### src/rtl/mlbd_pkg.sv
`default_nettype none

package mlbd_pkg;

    // Number of logical channels and width of the phase timers.
    localparam int CHANNELS  = 4;
    localparam int TIME_BITS = 16;

    // Width of a stored channel index.
    localparam int CH_W = (CHANNELS > 1) ? $clog2(CHANNELS) : 1;

    // Fixed widths of the command fields.
    localparam int CMD_W   = 3;
    localparam int SEL_W   = 2;
    localparam int COUNT_W = 2;
    localparam int LED_W   = 6;
    localparam int TICKS_W = 16;

    typedef logic [TIME_BITS-1:0] time_t;
    typedef logic [LED_W-1:0]     led_t;
    typedef logic [CH_W-1:0]      chan_t;

    // Command codes.
    typedef enum logic [CMD_W-1:0] {
        CMD_SET_COUNT = 3'd0,
        CMD_SET_BITS  = 3'd1,
        CMD_SELECT    = 3'd2,
        CMD_START     = 3'd3,
        CMD_STOP      = 3'd4,
        CMD_TICK      = 3'd5
    } cmd_t;

    // One command as it travels from the input register to the engine.
    typedef struct packed {
        logic [CMD_W-1:0]   cmd;
        logic [SEL_W-1:0]   channel_sel;
        logic [COUNT_W-1:0] low_count;
        logic [COUNT_W-1:0] high_count;
        logic [LED_W-1:0]   led_bits;
        logic [TICKS_W-1:0] on_ticks;
        logic [TICKS_W-1:0] off_ticks;
    } item_t;

    // Thermometer code for a bar of three LEDs.
    function automatic logic [2:0] thermo3(input logic [COUNT_W-1:0] n);
        logic [2:0] t;
        unique case (n)
            2'd0:    t = 3'b000;
            2'd1:    t = 3'b001;
            2'd2:    t = 3'b011;
            default: t = 3'b111;
        endcase
        return t;
    endfunction

    // Fit a tick count from the command into the timer width.
    function automatic time_t to_time(input logic [TICKS_W-1:0] ticks);
        logic [31:0] wide;
        wide = {16'd0, ticks};
        return wide[TIME_BITS-1:0];
    endfunction

endpackage

`default_nettype wire

### src/rtl/multichannel_led_blink_display_core.sv
// Six-LED blink display with several logical channels.
// Input channel: in_valid / in_stall with one command per transfer (cmd,
// channel_sel, low_count, high_count, led_bits, on_ticks, off_ticks).
// Commands set a pattern, select the shown channel, start or stop blinking,
// or deliver one time tick.
// Output channel: out_valid / out_stall; every command yields exactly one
// transfer carrying led_drive, the LED levels after that command.
// Path: a command is held in the input register and its result in the output
// register, two register stages in all.
// Throughput: one command per cycle unless the receiver stalls; the state
// update is short combinational logic between the input and output registers.
// Reset (rst_n low, asynchronous) clears all patterns, blink flags, phase
// timers and both pipeline valid flags; the display state starts all dark.
// When the receiver stalls, the result stays in the output register, one
// more command waits in the input register, and in_stall then rises until
// the output is taken.
`default_nettype none

module multichannel_led_blink_display_core (
    input  wire logic        clk,
    input  wire logic        rst_n,
    input  wire logic        in_valid,
    output logic             in_stall,
    input  wire logic [2:0]  cmd,
    input  wire logic [1:0]  channel_sel,
    input  wire logic [1:0]  low_count,
    input  wire logic [1:0]  high_count,
    input  wire logic [5:0]  led_bits,
    input  wire logic [15:0] on_ticks,
    input  wire logic [15:0] off_ticks,
    output logic             out_valid,
    input  wire logic        out_stall,
    output logic [5:0]       led_drive
);

    mlbd_pkg::item_t item_in;
    mlbd_pkg::item_t item_stage;
    logic            stage_valid;
    logic            can_load;
    logic            advance;
    mlbd_pkg::led_t  drive_next;

    // Gather the command fields.
    assign item_in = '{cmd: cmd, channel_sel: channel_sel, low_count: low_count,
                       high_count: high_count, led_bits: led_bits,
                       on_ticks: on_ticks, off_ticks: off_ticks};

    // A held command moves on when the output register has room.
    assign advance = stage_valid && can_load;

    mlbd_in_reg u_in_reg (
        .clk         (clk),
        .rst_n       (rst_n),
        .in_valid    (in_valid),
        .in_stall    (in_stall),
        .item_in     (item_in),
        .advance     (advance),
        .stage_valid (stage_valid),
        .item_out    (item_stage)
    );

    mlbd_engine u_engine (
        .clk       (clk),
        .rst_n     (rst_n),
        .fire      (advance),
        .item      (item_stage),
        .drive_out (drive_next)
    );

    mlbd_out_reg u_out_reg (
        .clk       (clk),
        .rst_n     (rst_n),
        .load      (advance),
        .drive_in  (drive_next),
        .out_stall (out_stall),
        .out_valid (out_valid),
        .led_drive (led_drive),
        .can_load  (can_load)
    );

    // Input back-pressure only comes from a stalled, full output.
    a_stall_cause: assert property (@(posedge clk) disable iff (!rst_n)
        in_stall |-> (out_valid && out_stall && stage_valid))
        else $error("input stalled without a full output");

    // A command that moves on always leaves a result behind it.
    a_result_follows: assert property (@(posedge clk) disable iff (!rst_n)
        advance |=> out_valid)
        else $error("command moved on without a result");

    // The output register never drops a result that the receiver stalls.
    a_result_held: assert property (@(posedge clk) disable iff (!rst_n)
        (out_valid && out_stall) |=> out_valid)
        else $error("stalled result lost");

endmodule

`default_nettype wire

### src/rtl/mlbd_in_reg.sv
`default_nettype none

module mlbd_in_reg (
    input  wire logic           clk,
    input  wire logic           rst_n,
    input  wire logic           in_valid,
    output logic                in_stall,
    input  wire mlbd_pkg::item_t item_in,
    input  wire logic           advance,
    output logic                stage_valid,
    output mlbd_pkg::item_t     item_out
);

    logic            valid_reg;
    logic            valid_next;
    mlbd_pkg::item_t item_reg;
    logic            take;

    // The register can take a new command when it is empty or moving on.
    assign in_stall = valid_reg && !advance;
    assign take     = in_valid && !in_stall;

    // Occupancy of the input register.
    always_comb
    begin
        if (take)
            valid_next = 1'b1;
        else if (advance)
            valid_next = 1'b0;
        else
            valid_next = valid_reg;
    end

    always_ff @(posedge clk or negedge rst_n)
    begin
        if (!rst_n)
            valid_reg <= 1'b0;
        else
            valid_reg <= valid_next;
    end

    // Payload capture on each accepted transfer.
    always_ff @(posedge clk)
    begin
        if (take)
            item_reg <= item_in;
    end

    assign stage_valid = valid_reg;
    assign item_out    = item_reg;

endmodule

`default_nettype wire

### src/rtl/mlbd_engine.sv
`default_nettype none

module mlbd_engine (
    input  wire logic            clk,
    input  wire logic            rst_n,
    input  wire logic            fire,
    input  wire mlbd_pkg::item_t item,
    output mlbd_pkg::led_t       drive_out
);

    localparam logic [4:0] CHAN_LIMIT = 5'(mlbd_pkg::CHANNELS);

    mlbd_pkg::led_t  pattern_reg [mlbd_pkg::CHANNELS];
    mlbd_pkg::led_t  pattern_next [mlbd_pkg::CHANNELS];
    logic            blink_reg [mlbd_pkg::CHANNELS];
    logic            blink_next [mlbd_pkg::CHANNELS];
    mlbd_pkg::time_t on_reg [mlbd_pkg::CHANNELS];
    mlbd_pkg::time_t on_next [mlbd_pkg::CHANNELS];
    mlbd_pkg::time_t off_reg [mlbd_pkg::CHANNELS];
    mlbd_pkg::time_t off_next [mlbd_pkg::CHANNELS];
    mlbd_pkg::chan_t shown_reg;
    mlbd_pkg::chan_t shown_next;
    logic            phase_on_reg;
    logic            phase_on_next;
    mlbd_pkg::time_t remain_reg;
    mlbd_pkg::time_t remain_next;
    mlbd_pkg::led_t  drive_reg;
    mlbd_pkg::led_t  drive_next;

    logic [4:0]      sel_ext;
    logic            ch_ok;
    mlbd_pkg::chan_t ch;
    mlbd_pkg::led_t  new_pattern;
    logic            is_shown;

    // Decode the addressed channel.
    assign sel_ext  = {3'd0, item.channel_sel};
    assign ch_ok    = sel_ext < CHAN_LIMIT;
    assign ch       = sel_ext[mlbd_pkg::CH_W-1:0];
    assign is_shown = ch == shown_reg;

    // Pattern carried by the two set commands.
    always_comb
    begin
        if (item.cmd == mlbd_pkg::CMD_SET_COUNT)
            new_pattern = {mlbd_pkg::thermo3(item.high_count),
                           mlbd_pkg::thermo3(item.low_count)};
        else
            new_pattern = item.led_bits;
    end

    // State update for one command.
    always_comb
    begin
        pattern_next  = pattern_reg;
        blink_next    = blink_reg;
        on_next       = on_reg;
        off_next      = off_reg;
        shown_next    = shown_reg;
        phase_on_next = phase_on_reg;
        remain_next   = remain_reg;
        drive_next    = drive_reg;
        unique case (item.cmd)
            mlbd_pkg::CMD_SET_COUNT, mlbd_pkg::CMD_SET_BITS:
            begin
                if (ch_ok)
                begin
                    pattern_next[ch] = new_pattern;
                    if (is_shown && !blink_reg[ch])
                        drive_next = new_pattern;
                end
            end
            mlbd_pkg::CMD_SELECT:
            begin
                if (ch_ok && !is_shown)
                begin
                    shown_next = ch;
                    if (blink_reg[ch])
                    begin
                        drive_next    = '0;
                        phase_on_next = 1'b0;
                        remain_next   = off_reg[ch];
                    end
                    else
                    begin
                        drive_next = pattern_reg[ch];
                    end
                end
            end
            mlbd_pkg::CMD_START:
            begin
                if (ch_ok)
                begin
                    blink_next[ch] = 1'b1;
                    on_next[ch]    = mlbd_pkg::to_time(item.on_ticks);
                    off_next[ch]   = mlbd_pkg::to_time(item.off_ticks);
                    if (is_shown && !blink_reg[ch])
                    begin
                        drive_next    = '0;
                        phase_on_next = 1'b0;
                        remain_next   = mlbd_pkg::to_time(item.off_ticks);
                    end
                end
            end
            mlbd_pkg::CMD_STOP:
            begin
                if (ch_ok)
                begin
                    blink_next[ch] = 1'b0;
                    if (is_shown)
                        drive_next = pattern_reg[ch];
                end
            end
            mlbd_pkg::CMD_TICK:
            begin
                if (blink_reg[shown_reg])
                begin
                    if (remain_reg > mlbd_pkg::time_t'(1))
                    begin
                        remain_next = remain_reg - mlbd_pkg::time_t'(1);
                    end
                    else if (phase_on_reg)
                    begin
                        drive_next    = '0;
                        phase_on_next = 1'b0;
                        remain_next   = off_reg[shown_reg];
                    end
                    else
                    begin
                        drive_next    = pattern_reg[shown_reg];
                        phase_on_next = 1'b1;
                        remain_next   = on_reg[shown_reg];
                    end
                end
            end
            default:
            begin
                drive_next = drive_reg;
            end
        endcase
    end

    // State registers, written once per command.
    always_ff @(posedge clk or negedge rst_n)
    begin
        if (!rst_n)
        begin
            for (int i = 0; i < mlbd_pkg::CHANNELS; i++)
            begin
                pattern_reg[i] <= '0;
                blink_reg[i]   <= 1'b0;
                on_reg[i]      <= '0;
                off_reg[i]     <= '0;
            end
            shown_reg    <= '0;
            phase_on_reg <= 1'b0;
            remain_reg   <= '0;
            drive_reg    <= '0;
        end
        else if (fire)
        begin
            pattern_reg  <= pattern_next;
            blink_reg    <= blink_next;
            on_reg       <= on_next;
            off_reg      <= off_next;
            shown_reg    <= shown_next;
            phase_on_reg <= phase_on_next;
            remain_reg   <= remain_next;
            drive_reg    <= drive_next;
        end
    end

    assign drive_out = drive_next;

    // A shown channel that does not blink always drives its own pattern.
    a_steady_drive: assert property (@(posedge clk) disable iff (!rst_n)
        !blink_reg[shown_reg] |-> drive_reg == pattern_reg[shown_reg])
        else $error("steady channel does not drive its pattern");

    // During an off phase of a blinking channel all LEDs are dark.
    a_off_dark: assert property (@(posedge clk) disable iff (!rst_n)
        (blink_reg[shown_reg] && !phase_on_reg) |-> drive_reg == '0)
        else $error("LEDs lit during off phase");

    // A tick moves the timer only while the shown channel blinks.
    a_timer_idle: assert property (@(posedge clk) disable iff (!rst_n)
        (fire && item.cmd == mlbd_pkg::CMD_TICK && !blink_reg[shown_reg])
        |=> $stable(remain_reg) && $stable(phase_on_reg))
        else $error("phase timer moved without blinking");

endmodule

`default_nettype wire

### src/rtl/mlbd_out_reg.sv
`default_nettype none

module mlbd_out_reg (
    input  wire logic           clk,
    input  wire logic           rst_n,
    input  wire logic           load,
    input  wire mlbd_pkg::led_t drive_in,
    input  wire logic           out_stall,
    output logic                out_valid,
    output mlbd_pkg::led_t      led_drive,
    output logic                can_load
);

    logic           valid_reg;
    logic           valid_next;
    mlbd_pkg::led_t led_reg;

    // Free when empty or when the held result leaves this cycle.
    assign can_load = !valid_reg || !out_stall;

    always_comb
    begin
        if (load)
            valid_next = 1'b1;
        else if (valid_reg && !out_stall)
            valid_next = 1'b0;
        else
            valid_next = valid_reg;
    end

    always_ff @(posedge clk or negedge rst_n)
    begin
        if (!rst_n)
            valid_reg <= 1'b0;
        else
            valid_reg <= valid_next;
    end

    // Result data held until the receiver takes it.
    always_ff @(posedge clk)
    begin
        if (load)
            led_reg <= drive_in;
    end

    assign out_valid = valid_reg;
    assign led_drive = led_reg;

endmodule

`default_nettype wire
### config.mk
export PLATFORM = sky130hd
export DESIGN_NAME = multichannel_led_blink_display_core
export DESIGN_NICKNAME = d
export VERILOG_FILES = /design/src/rtl/mlbd_pkg.sv /design/src/rtl/multichannel_led_blink_display_core.sv /design/src/rtl/mlbd_in_reg.sv /design/src/rtl/mlbd_engine.sv /design/src/rtl/mlbd_out_reg.sv
export SDC_FILE = /design/constraint.sdc
export NUM_CORES = 1
export LEC_CHECK = 0
export BUFFER_PORTS_ARGS = -buffer_cell sky130_fd_sc_hd__buf_4
export CAP_MARGIN = 10
export CORE_MARGIN = 2
export CORE_UTILIZATION = 45
export CTS_CLUSTER_DIAMETER = 40
export CTS_CLUSTER_SIZE = 24
export DETAILED_ROUTE_END_ITERATION = 12
export RECOVER_POWER = 100
export SETUP_SLACK_MARGIN = 0.5
export SYNTH_ARGS = -nofsm -noshare
export SYNTH_HDL_FRONTEND = slang
export SYNTH_SLANG_ARGS = --single-unit
### constraint.sdc
create_clock -name clk -period 2.2 [get_ports clk]
set_clock_uncertainty 0.1 [all_clocks]
set_input_delay 0.22 -clock clk [delete_from_list [all_inputs] [get_ports clk]]
set_output_delay 0.22 -clock clk [all_outputs]
set_load 0.005 [all_outputs]
* Word-level counts from Yosys, hierarchy flattened *
Cells that the tools add are included.

word-level totals
  output and inout port bits = 8
  memory bits (writable) = 0
  memory bits (read-only) = 0
  flip-flop bits (word level) = 236
  bits of input ports = 51
  bits in latches = 0
  logic and storage cells = 154
  memories kept = 0

operators by class
  order comparisons = 5
  multipliers = 0
  div/mod/pow operators = 0
  shift-type cells = 0
  reductions and logical operators = 28
  eq/ne operators = 17
  $add $sub $neg = 1
  bitwise operators = 5
  muxes and demuxes = 68

operator list
  kind                     number
  $mux W16                 14
  $bwmux W64               2
  $mux W6                  17
  $bmux W16 S2             3
  $pmux W16 S3             1
  $demux W16 S2            1
  $pmux W6 S5              1
  $bmux W6 S2              2
  $bwmux W24               1
  $pmux W3 S3              2
  $gt A16 B1 Y1 const B    1
  $mux W1                  16
  $sub A16 B1 Y16 const B  1
  $demux W6 S2             1
  $ne A2 B1 Y1 const B     6
  $reduce_and A3 Y1        3
  $mux W4                  2
  $pmux W4 S2              1
  $reduce_and A8 Y1        1
  $logic_and A1 B1 Y1      7
  $reduce_and A7 Y1        1
  $eq A3 B2 Y1 const B     2
  $eq A3 B3 Y1 const B     2
  $ge A3 B3 Y1 const B     2
  22 further kinds         34

* Longest topological paths before layout *
Gate-level depths: netlist of run 1.

  depth after elaboration = 9
  depth in mapped cells = 10
  gate-level depth less buffers = 7

* By module *
From an unflattened synthesis of run 1, not the netlist that was laid out.

unflattened totals
  cells, all modules = 836
  area, all modules = 11,344.6 um2

modules (own cells, without submodules)
  module                               instances  cells each  area each (um2)  seq. area each (um2)
  mlbd_engine                          1          774         9,653.0          4,529.3
  mlbd_in_reg                          1          52          1,468.9          1,436.4
  mlbd_out_reg                         1          9           216.5            205.2
  multichannel_led_blink_display_core  1          1           6.3              0.0

* Worst setup path after synthesis of run 1 *
Ideal clock, no wire load.

  path type = register to register
  start point = register u_engine.remain_reg[3]
  end point = register u_out_reg.led_reg[0], in the netlist u_out_reg.led_drive[0] (data pin)
  arrival time = 2,112 ps
  clock period less this slack = 2,348 ps
  buffers on the path = 2
  setup time = 135 ps
  stages on the path, launching flop included = 8
  path slack = -148 ps
  data required time = 1,965 ps
  cells stage by stage = dfrtp_1 > or4_4 > or4_4 > buf_6 > buf_8 > nor4_2 > o21ai_0 > nand3_1

on the way
  word-level cells in the longest chain between the ends = 4

ends and longest elaborated chain
  what                    RTL line                                   source
  start, declared         mlbd_engine.sv:25                          mlbd_pkg::time_t remain_reg;
  start signal, assigned  mlbd_engine.sv:168                         remain_reg <= remain_next;
  $gt A16 B1 Y1           mlbd_engine.sv:118                         if (remain_reg > mlbd_pkg::time_t'(1))
  $mux W6                 mlbd_engine.sv:118
  $mux W6                 mlbd_engine.sv:116                         if (blink_reg[shown_reg])
  $pmux W6 S5             mlbd_engine.sv:63                          unique case (item.cmd)
  via drive_next[0]       multichannel_led_blink_display_core.sv:41  mlbd_pkg::led_t drive_next;
  end signal, assigned    mlbd_out_reg.sv:43                         led_reg <= drive_in;
  end, declared           mlbd_out_reg.sv:16                         mlbd_pkg::led_t led_reg;

The timed path passes the listed nets, and every way through them passes these cells.
A chain may end at the register's enable or synchronous reset.

* Worst setup path after layout of run 1 *
  start point = register u_in_reg.item_reg (netlist bit u_in_reg.item_out[46])
  end point = register u_out_reg.led_reg[4], in the netlist u_out_reg.led_drive[4] (data pin)

on the way
  word-level cells in the longest chain between the ends = 5
  elaborated cells on any way between the ends = 11
  classes of those cells = 5 x eq/ne; 4 x mux; 2 x reduce/logical

ends and longest elaborated chain
  what                    RTL line                                   source
  start, declared         mlbd_in_reg.sv:16                          mlbd_pkg::item_t item_reg;
  start signal, assigned  mlbd_in_reg.sv:46                          item_reg <= item_in;
  $logic_not A3 Y1        mlbd_engine.sv:45, mlbd_engine.sv:63
  $mux W6                 mlbd_engine.sv:45                          if (item.cmd == mlbd_pkg::CMD_SET_COUNT)
  $mux W6                 mlbd_engine.sv:69                          if (is_shown && !blink_reg[ch])
  $mux W6                 mlbd_engine.sv:66                          if (ch_ok)
  $pmux W6 S5 (*)         mlbd_engine.sv:63
  via drive_next[4]       multichannel_led_blink_display_core.sv:41

Mark *: on every way through the listed nets, which the timed path passes. The rest lies on a longest branch.

==> impl_metrics.toml, run 1 <==
[floorplan]
dieHeight_um = 165
core-area_sq_um = 25300
start_util_pct = 46.0
rows = 58
die_area_sq_um = 27200
ios = 59
die_w_um = 165

[placement]
pre_cts_ws_ns = -0.161
gp_congestion = 0.888
dp_cells = 1290
io_buffers = 58
place_area_sq_um = 13500
dp_hpwl_mm = 21.8

[timing]
clock.fmax_mhz = 430
layout_setup_ws_ns = -0.125
tightest_slew_ns = 1.62
setup_tns_ns = -4.86
fin_crit_ns = 2.32
setup_viol = 80
period_share_pct = 106
maxSlewViolCount = 57
hold_violations = 0
slew_headroom_pct = -7.79
rsz0062_at_grt = "true"

[critical_path]
cp_data_required_time_ns = 2.36
r2r_cells = 8
start_kind = "flip-flop"
r2r_end = "u_out_reg.led_drive[4]"
critPathMaxFanout = 5
ff2ff_setup_slack_ns = -0.12
path_class = "flip-flop to flip-flop"
crit_arrival_ns = 2.48
r2r_start = "u_in_reg.item_out[46]"
cp-end-kind = "flip-flop"

[routing]
drtIter0Drc = 526
route.detailed.drc = 0
routed_wl_mm = 37.0
dr.pass1.iters = 6
final_antenna_net_count = 0
num_vias = 8967
wl_per_cell_um = 24.7
vias_per_cell = 5.99

[hold_path]
min_delay_path_depth = 2
hp-class = "input port to flip-flop"
hold_end = "u_in_reg.item_out[6]"
hp-start = "off_ticks[6]"

[layout]
fill_cells = 1664
final_cell_area_sq_um = 17400
drive_above_1_share_pct = 52.4
seqCellArea_sq_um = 6170
final_nets = 1189
area_delta_synth_final_pct = 49.3
multi_input_area_sq_um = 6280
antennaDiodeCount = 0
final_cells = 1497

[power]
p_leak_nw = 7.64
powerDensity_nw_per_um2 = 1020
max-vdd-ir-drop_v = 0.000658
total_power_mw = 17.8

[run_status]
status = "complete, but fails checks"
violations = "max-capacitance violations, max-slew violations, negative setup slack"

[clocking]
clock_latency_ns = 0.53
htreeDepth = 2
cts_buffer_depth = 3
numCtsBuffers = 39
clkSinkCount = 236
cts.reportedPaths.clkPinSlew_ns = 0.06
cts_tree = "built"
cts_root_buf = "clkbuf_16"

[global_route]
antenna_found_initial = 0
grt_start_max_net_pins = 57
grt_pass1_vias = 9500
gr-total-overflow = 0
grt_pass1_wl_mm = 56.0
grt_use_total_pct = 27.4

[synth]
ys_warn_count = 0
netlist_area_sq_um = 11600
synthCells = 847
synth_seq_area_share_pct = 53.0
avgSynthCellArea_sq_um = 13.7
synth_nets = 900
synth_seq_cells = 236
synthArstFlopShare_pct = 77.5
synthFlopType = "dfrtp_1"
synth_edf_count = 53
ys_types = 69

[run]
drv_cap = 1
## layout make-up
| class | instances | share of cell area, % |
|---|---|---|
| clock buffer | 48 | 6.28 |
| multi-input combinational | 540 | 36.1 |
| inverter | 15 | 0.324 |
| tap | 330 | 2.38 |
| sequential | 236 | 35.5 |
| clock inverter | 24 | 1.37 |
| timing repair buffer | 304 | 18.0 |
## worst max-delay path by stage
stage | end | from | cells past startpoint | slack, ns
3_3_place_gp | u_out_reg.led_drive[1] | u_in_reg.item_out[42] | 6 | -0.15
4_1_cts | u_engine.remain_reg[7] | u_engine.remain_reg[3] | 6 | -0.09
5_1_grt | u_out_reg.led_drive[4] | u_in_reg.item_out[42] | 6 | -0.21
6_report | u_out_reg.led_drive[4] | u_in_reg.item_out[46] | 8 | -0.12
2_1_floorplan | u_out_reg.led_drive[0] | u_engine.remain_reg[3] | 7 | -0.02
3_5_place_dp | u_engine.remain_reg[15] | u_in_reg.item_out[42] | 6 | -0.16
## synth_stat cells, types with 11 or more instances
| library cell | n | area share, % |
|---|---|---|
| a21oi_1 | 11 | 0.47 |
| a31oi_1 | 16 | 0.86 |
| buf_2 | 29 | 1.2 |
| clkbuf_1 | 21 | 0.68 |
| dfrtp_1 | 183 | 39 |
| edfxtp_1 | 53 | 14 |
| inv_1 | 15 | 0.48 |
| mux2_2 | 132 | 13 |
| mux2i_1 | 26 | 2.2 |
| mux4_2 | 62 | 12 |
| nand2_1 | 45 | 1.5 |
| nand3_1 | 25 | 1.1 |
| nor2_1 | 22 | 0.71 |
| nor4_1 | 12 | 0.64 |
| o21ai_0 | 46 | 2.0 |
## placed cells by master (no fill, tap or decap), drive strengths merged, types with 5 or more instances in the layout
cell type / synthesis / layout
o31a: 7 / 7
nor3: 11 / 11
nor4: 18 / 18
xnor2: 5 / 5
a221oi: 5 / 5
a22oi: 7 / 7
nand2: 45 / 45
nor2: 22 / 22
buf: 37 / 188
mux2: 132 / 132
clkinv: 0 / 10
edfxtp: 53 / 53
inv: 15 / 23
a311oi: 7 / 7
clkinvlp: 0 / 5
nand2b: 10 / 10
and2: 6 / 6
nand3: 25 / 27
clkbuf: 21 / 113
a22o: 7 / 7
dfrtp: 183 / 183
o21ai: 49 / 49
o2bb2ai: 5 / 5
a211oi: 6 / 6
a21oi: 11 / 11
mux2i: 26 / 26
mux4: 62 / 62
a31oi: 16 / 16
dlygate4sd3: 0 / 51
## kinds of logic after synthesis
family                   after synthesis  synth area share (%)
AO/OA/AOI/OAI                        146                  8.62
XOR/XNOR                               7                 0.527
adder cells (fa/ha/maj)                2                 0.215
buffers and inverters                 73                  2.86
flip-flops                           236                  53.0
multiplexers                         220                  27.0
AND/OR/NAND/NOR                      163                  7.79
## where the power goes
| group | leakage [nW] | internal (mW) | switching (mW) |
|---|---|---|---|
| Clock | 0.638 | 3.74 | 2.34 |
| Sequential | 2.87 | 5.43 | 0.773 |
| Combinational | 4.14 | 2.96 | 2.54 |
## repair_timing
action                                 in CTS  in global routing
hold buffers                               51                  0
pin swaps                                  19                 25
setup endpoints to repair                 187                187
buffers inserted                           44                 23
gates resized for setup                   197                106
endpoints found under the hold margin     100                  0
gates cloned                               14                  3
## critical path: stages, from the launching register on
cell and delay, ns:
edfxtp_1 0.44, buf_6 0.16, nor3_4 0.27, buf_4 0.16, mux2i_1 0.21, buf_4 0.18
a211oi_1 0.12, nor4_2 0.31, nand2_1 0.11
## metal layers
layer	wire (um)	up-vias	part of all wire (%)	GRT usage, %
met4	1310	0	3.5	10.9
met2	18600	311	50	46.3
met1	15300	4694	41	35.7
met3	1820	86	4.9	4.22
met5	0	-	0	0
li1	-	3876	-	-
## stage by stage
stage,hold WS (ns),util (%)
final,0.330,68.6
after global routing,0.325,68.6
after CTS,0.179,66.3
after detailed placement,0.140,53.4
after global placement,0.140,53.4
after floorplan,-0.176,-
Note: power is estimated with default switching activity, not from simulation.
==> inputs of run 2 (changes only) <==
--- a/config.mk
+++ b/config.mk
@@ -5,12 +5,12 @@
 export SDC_FILE = /design/constraint.sdc
 export NUM_CORES = 1
 export LEC_CHECK = 0
-export BUFFER_PORTS_ARGS = -buffer_cell sky130_fd_sc_hd__buf_4
+export BUFFER_PORTS_ARGS = -buffer_cell sky130_fd_sc_hd__buf_2
 export CAP_MARGIN = 10
 export CORE_MARGIN = 2
 export CORE_UTILIZATION = 45
 export CTS_CLUSTER_DIAMETER = 40
-export CTS_CLUSTER_SIZE = 24
+export CTS_CLUSTER_SIZE = 20
 export DETAILED_ROUTE_END_ITERATION = 12
 export RECOVER_POWER = 100
 export SETUP_SLACK_MARGIN = 0.5
==> run 2 against run 1 <==
Effect of this change:
- the run ends with negative setup slack left
- combinational power is 7.5% higher
- via count is 0.78% lower
- worst setup slack got worse by 0.051 ns
- routed wire length fell by 5.3%
- critical path depth fell by 1
- clock power is 7.6% lower
- first-iteration DRC count grew 24%
- die area unchanged
- count of clock-buffer cells in the layout fell by 6
- flip-flop and latch count is the same
- design area is 0.42% higher
- non-clock buffer count is 12 higher
- critical endpoint is now u_engine.remain_reg[6]
- largest cell class unchanged
==> impl_metrics.toml, run 2 (synthesized netlist as in run 1, its figures left out) <==
[run_status]
status = "complete, but fails checks"
violations = "negative setup slack"

[floorplan]
die_area_sq_um = 27200
ios = 59
start_util_pct = 46.0
dieHeight_um = 165
die_w_um = 165
rows = 58
core-area_sq_um = 25300

[placement]
place_area_sq_um = 13600
dp_cells = 1310
io_buffers = 58
dp_hpwl_mm = 19.8
gp_congestion = 0.899

[routing]
drtIter0Drc = 650
routed_wl_mm = 35.1
route.detailed.drc = 0
num_vias = 8897
dr.pass1.iters = 5
vias_per_cell = 5.92
final_antenna_net_count = 0
wl_per_cell_um = 23.3

[clocking]
clock_latency_ns = 0.52
cts_buffer_depth = 3
cts_root_buf = "clkbuf_16"
cts_tree = "built"
numCtsBuffers = 37
clkSinkCount = 236
cts.reportedPaths.clkPinSlew_ns = 0.06
htreeDepth = 2

[critical_path]
critPathMostFrequentCell = "buf_6"
start_kind = "flip-flop"
critical-path-max-stage-delay_ns = 0.58
crit_arrival_ns = 2.65
crit_chain = "or4_4 > nor4_4 > buf_6 > buf_6 > a21oi_4 > a311oi_1 > o22ai_1"
path_depth = 7
critPathMaxFanout = 6
path_class = "flip-flop to flip-flop"
cpMaxStageDelayCell = "or4_4"
critical_path.top_delay_family = "simple AND/OR/NAND/NOR gates"
cp_data_required_time_ns = 2.47
ff2ff_setup_slack_ns = -0.18
cp-end-kind = "flip-flop"
r2r_cells = 7
worst-path-buf-inv = 2

[power]
comb_power_share_pct = 33.4
pwr-share-clk_pct = 31.8
sw_frac_of_total_pct = 31.6
p_leak_nw = 7.66
max-vdd-ir-drop_v = 0.000664
p_sw_mw = 5.58
powerDensity_nw_per_um2 = 1010
p_int_mw = 12.1
seqPwrFrac_pct = 34.8

[layout]
fill_cells = 1672
final_cells = 1504
seqCellArea_sq_um = 6170
multi_input_area_sq_um = 6530
layout_commonest_cell = "dfrtp_1"
final_nets = 1200
final_cell_area_sq_um = 17500
area_delta_synth_final_pct = 49.9
final_cell_mix = "dfrtp_1, mux2_4, buf_4"
drive_above_1_share_pct = 54.3
antennaDiodeCount = 0

[global_route]
grt_pass1_vias = 9190
antenna_found_initial = 0
grt_pass1_wl_mm = 53.3
gr-total-overflow = 0
grt_start_max_net_pins = 66
grt_use_total_pct = 25.9

[timing]
setup_viol = 96
maxSlewViolCount = 0
slew_headroom_pct = 32.1
clock.fmax_mhz = 421
fin_crit_ns = 2.38
hold_violations = 0
layout_setup_ws_ns = -0.175
period_share_pct = 108
tightest_slew_ns = 1.02
hold-worst-slack_ns = 0.308
rsz0062_at_grt = "true"

[run]
drv_cap = 0

[hold_path]
hp-class = "input port to flip-flop"
min_delay_path_depth = 2
-- run 2: changes by cell type in the layout (fill, tap and decap cells not counted), moves of 9 or more --
cell / change
clkbuf_1: +13
o21ai_0: -10
nand2_1: -9
nand2_2: +12
o21ai_2: +9
clkbuf_4: -53
buf_2: +44
-- run 2: repair_timing --
item,in CTS,in global routing
setup endpoints to repair,187,187
buffers inserted,38,21
hold endpoints to repair,232,0
gates cloned,15,3
pin swaps,47,26
hold buffers,51,0
resized for setup,256,136
-- run 2: layer usage --
| layer | GRT usage (%) | vias up | share of wire [%] | routed length (um) |
|---|---|---|---|---|
| met2 | 42.2 | 312 | 49 | 17200 |
| met4 | 9.53 | 0 | 4.0 | 1400 |
| li1 | - | 3903 | - | - |
| met3 | 4.50 | 109 | 5.4 | 1880 |
| met1 | 35.1 | 4573 | 42 | 14600 |
| met5 | 0 | - | 0 | 0 |
-- run 2: power by group through the flow --
stage	clock network, mW	logic (mW)	registers, mW
detailed placement	0	4.58	6.09
finish	5.62	5.91	6.15
global placement	0	4.49	6.07
floorplan	0	3.04	5.96
CTS	5.72	5.34	6.09
global route	5.93	6.30	6.25
-- run 2: final timing paths --
check,from,endpoint
setup / recovery,u_engine.remain_reg[2],u_engine.remain_reg[6]
hold / removal,off_ticks[6],u_in_reg.item_out[6]
setup reg to reg,u_engine.remain_reg[2],u_engine.remain_reg[6]
hold reg to reg,u_in_reg.stage_valid,u_out_reg.out_valid
max in group asynchronous,rst_n,u_engine.off_reg[36]
min in group asynchronous,rst_n,u_engine.pattern_reg[3]
-- run 2: final cells by class --
cell class                      instances  share of cell area [%]
Timing Repair Buffer                  316                    17.7
Inverter                               15                   0.323
Tap cell                              330                    2.37
Sequential cell                       236                    35.4
Multi-Input combinational cell        541                    37.4
Clock inverter                         24                    1.38
Clock buffer                           42                    5.47
-- run 2: through the flow --
step	setup WS (ns)	total power [mW]	setup TNS, ns	utilization (%)
2_1_floorplan	-0.0161	9.00	-0.130	-
3_3_place_gp	-0.298	10.6	-4.20	53.6
3_5_place_dp	-0.344	10.7	-4.84	53.6
4_1_cts	-0.174	17.2	-3.39	66.9
5_1_grt	-0.248	18.5	-15.18	68.9
6_report	-0.175	17.7	-7.33	68.9
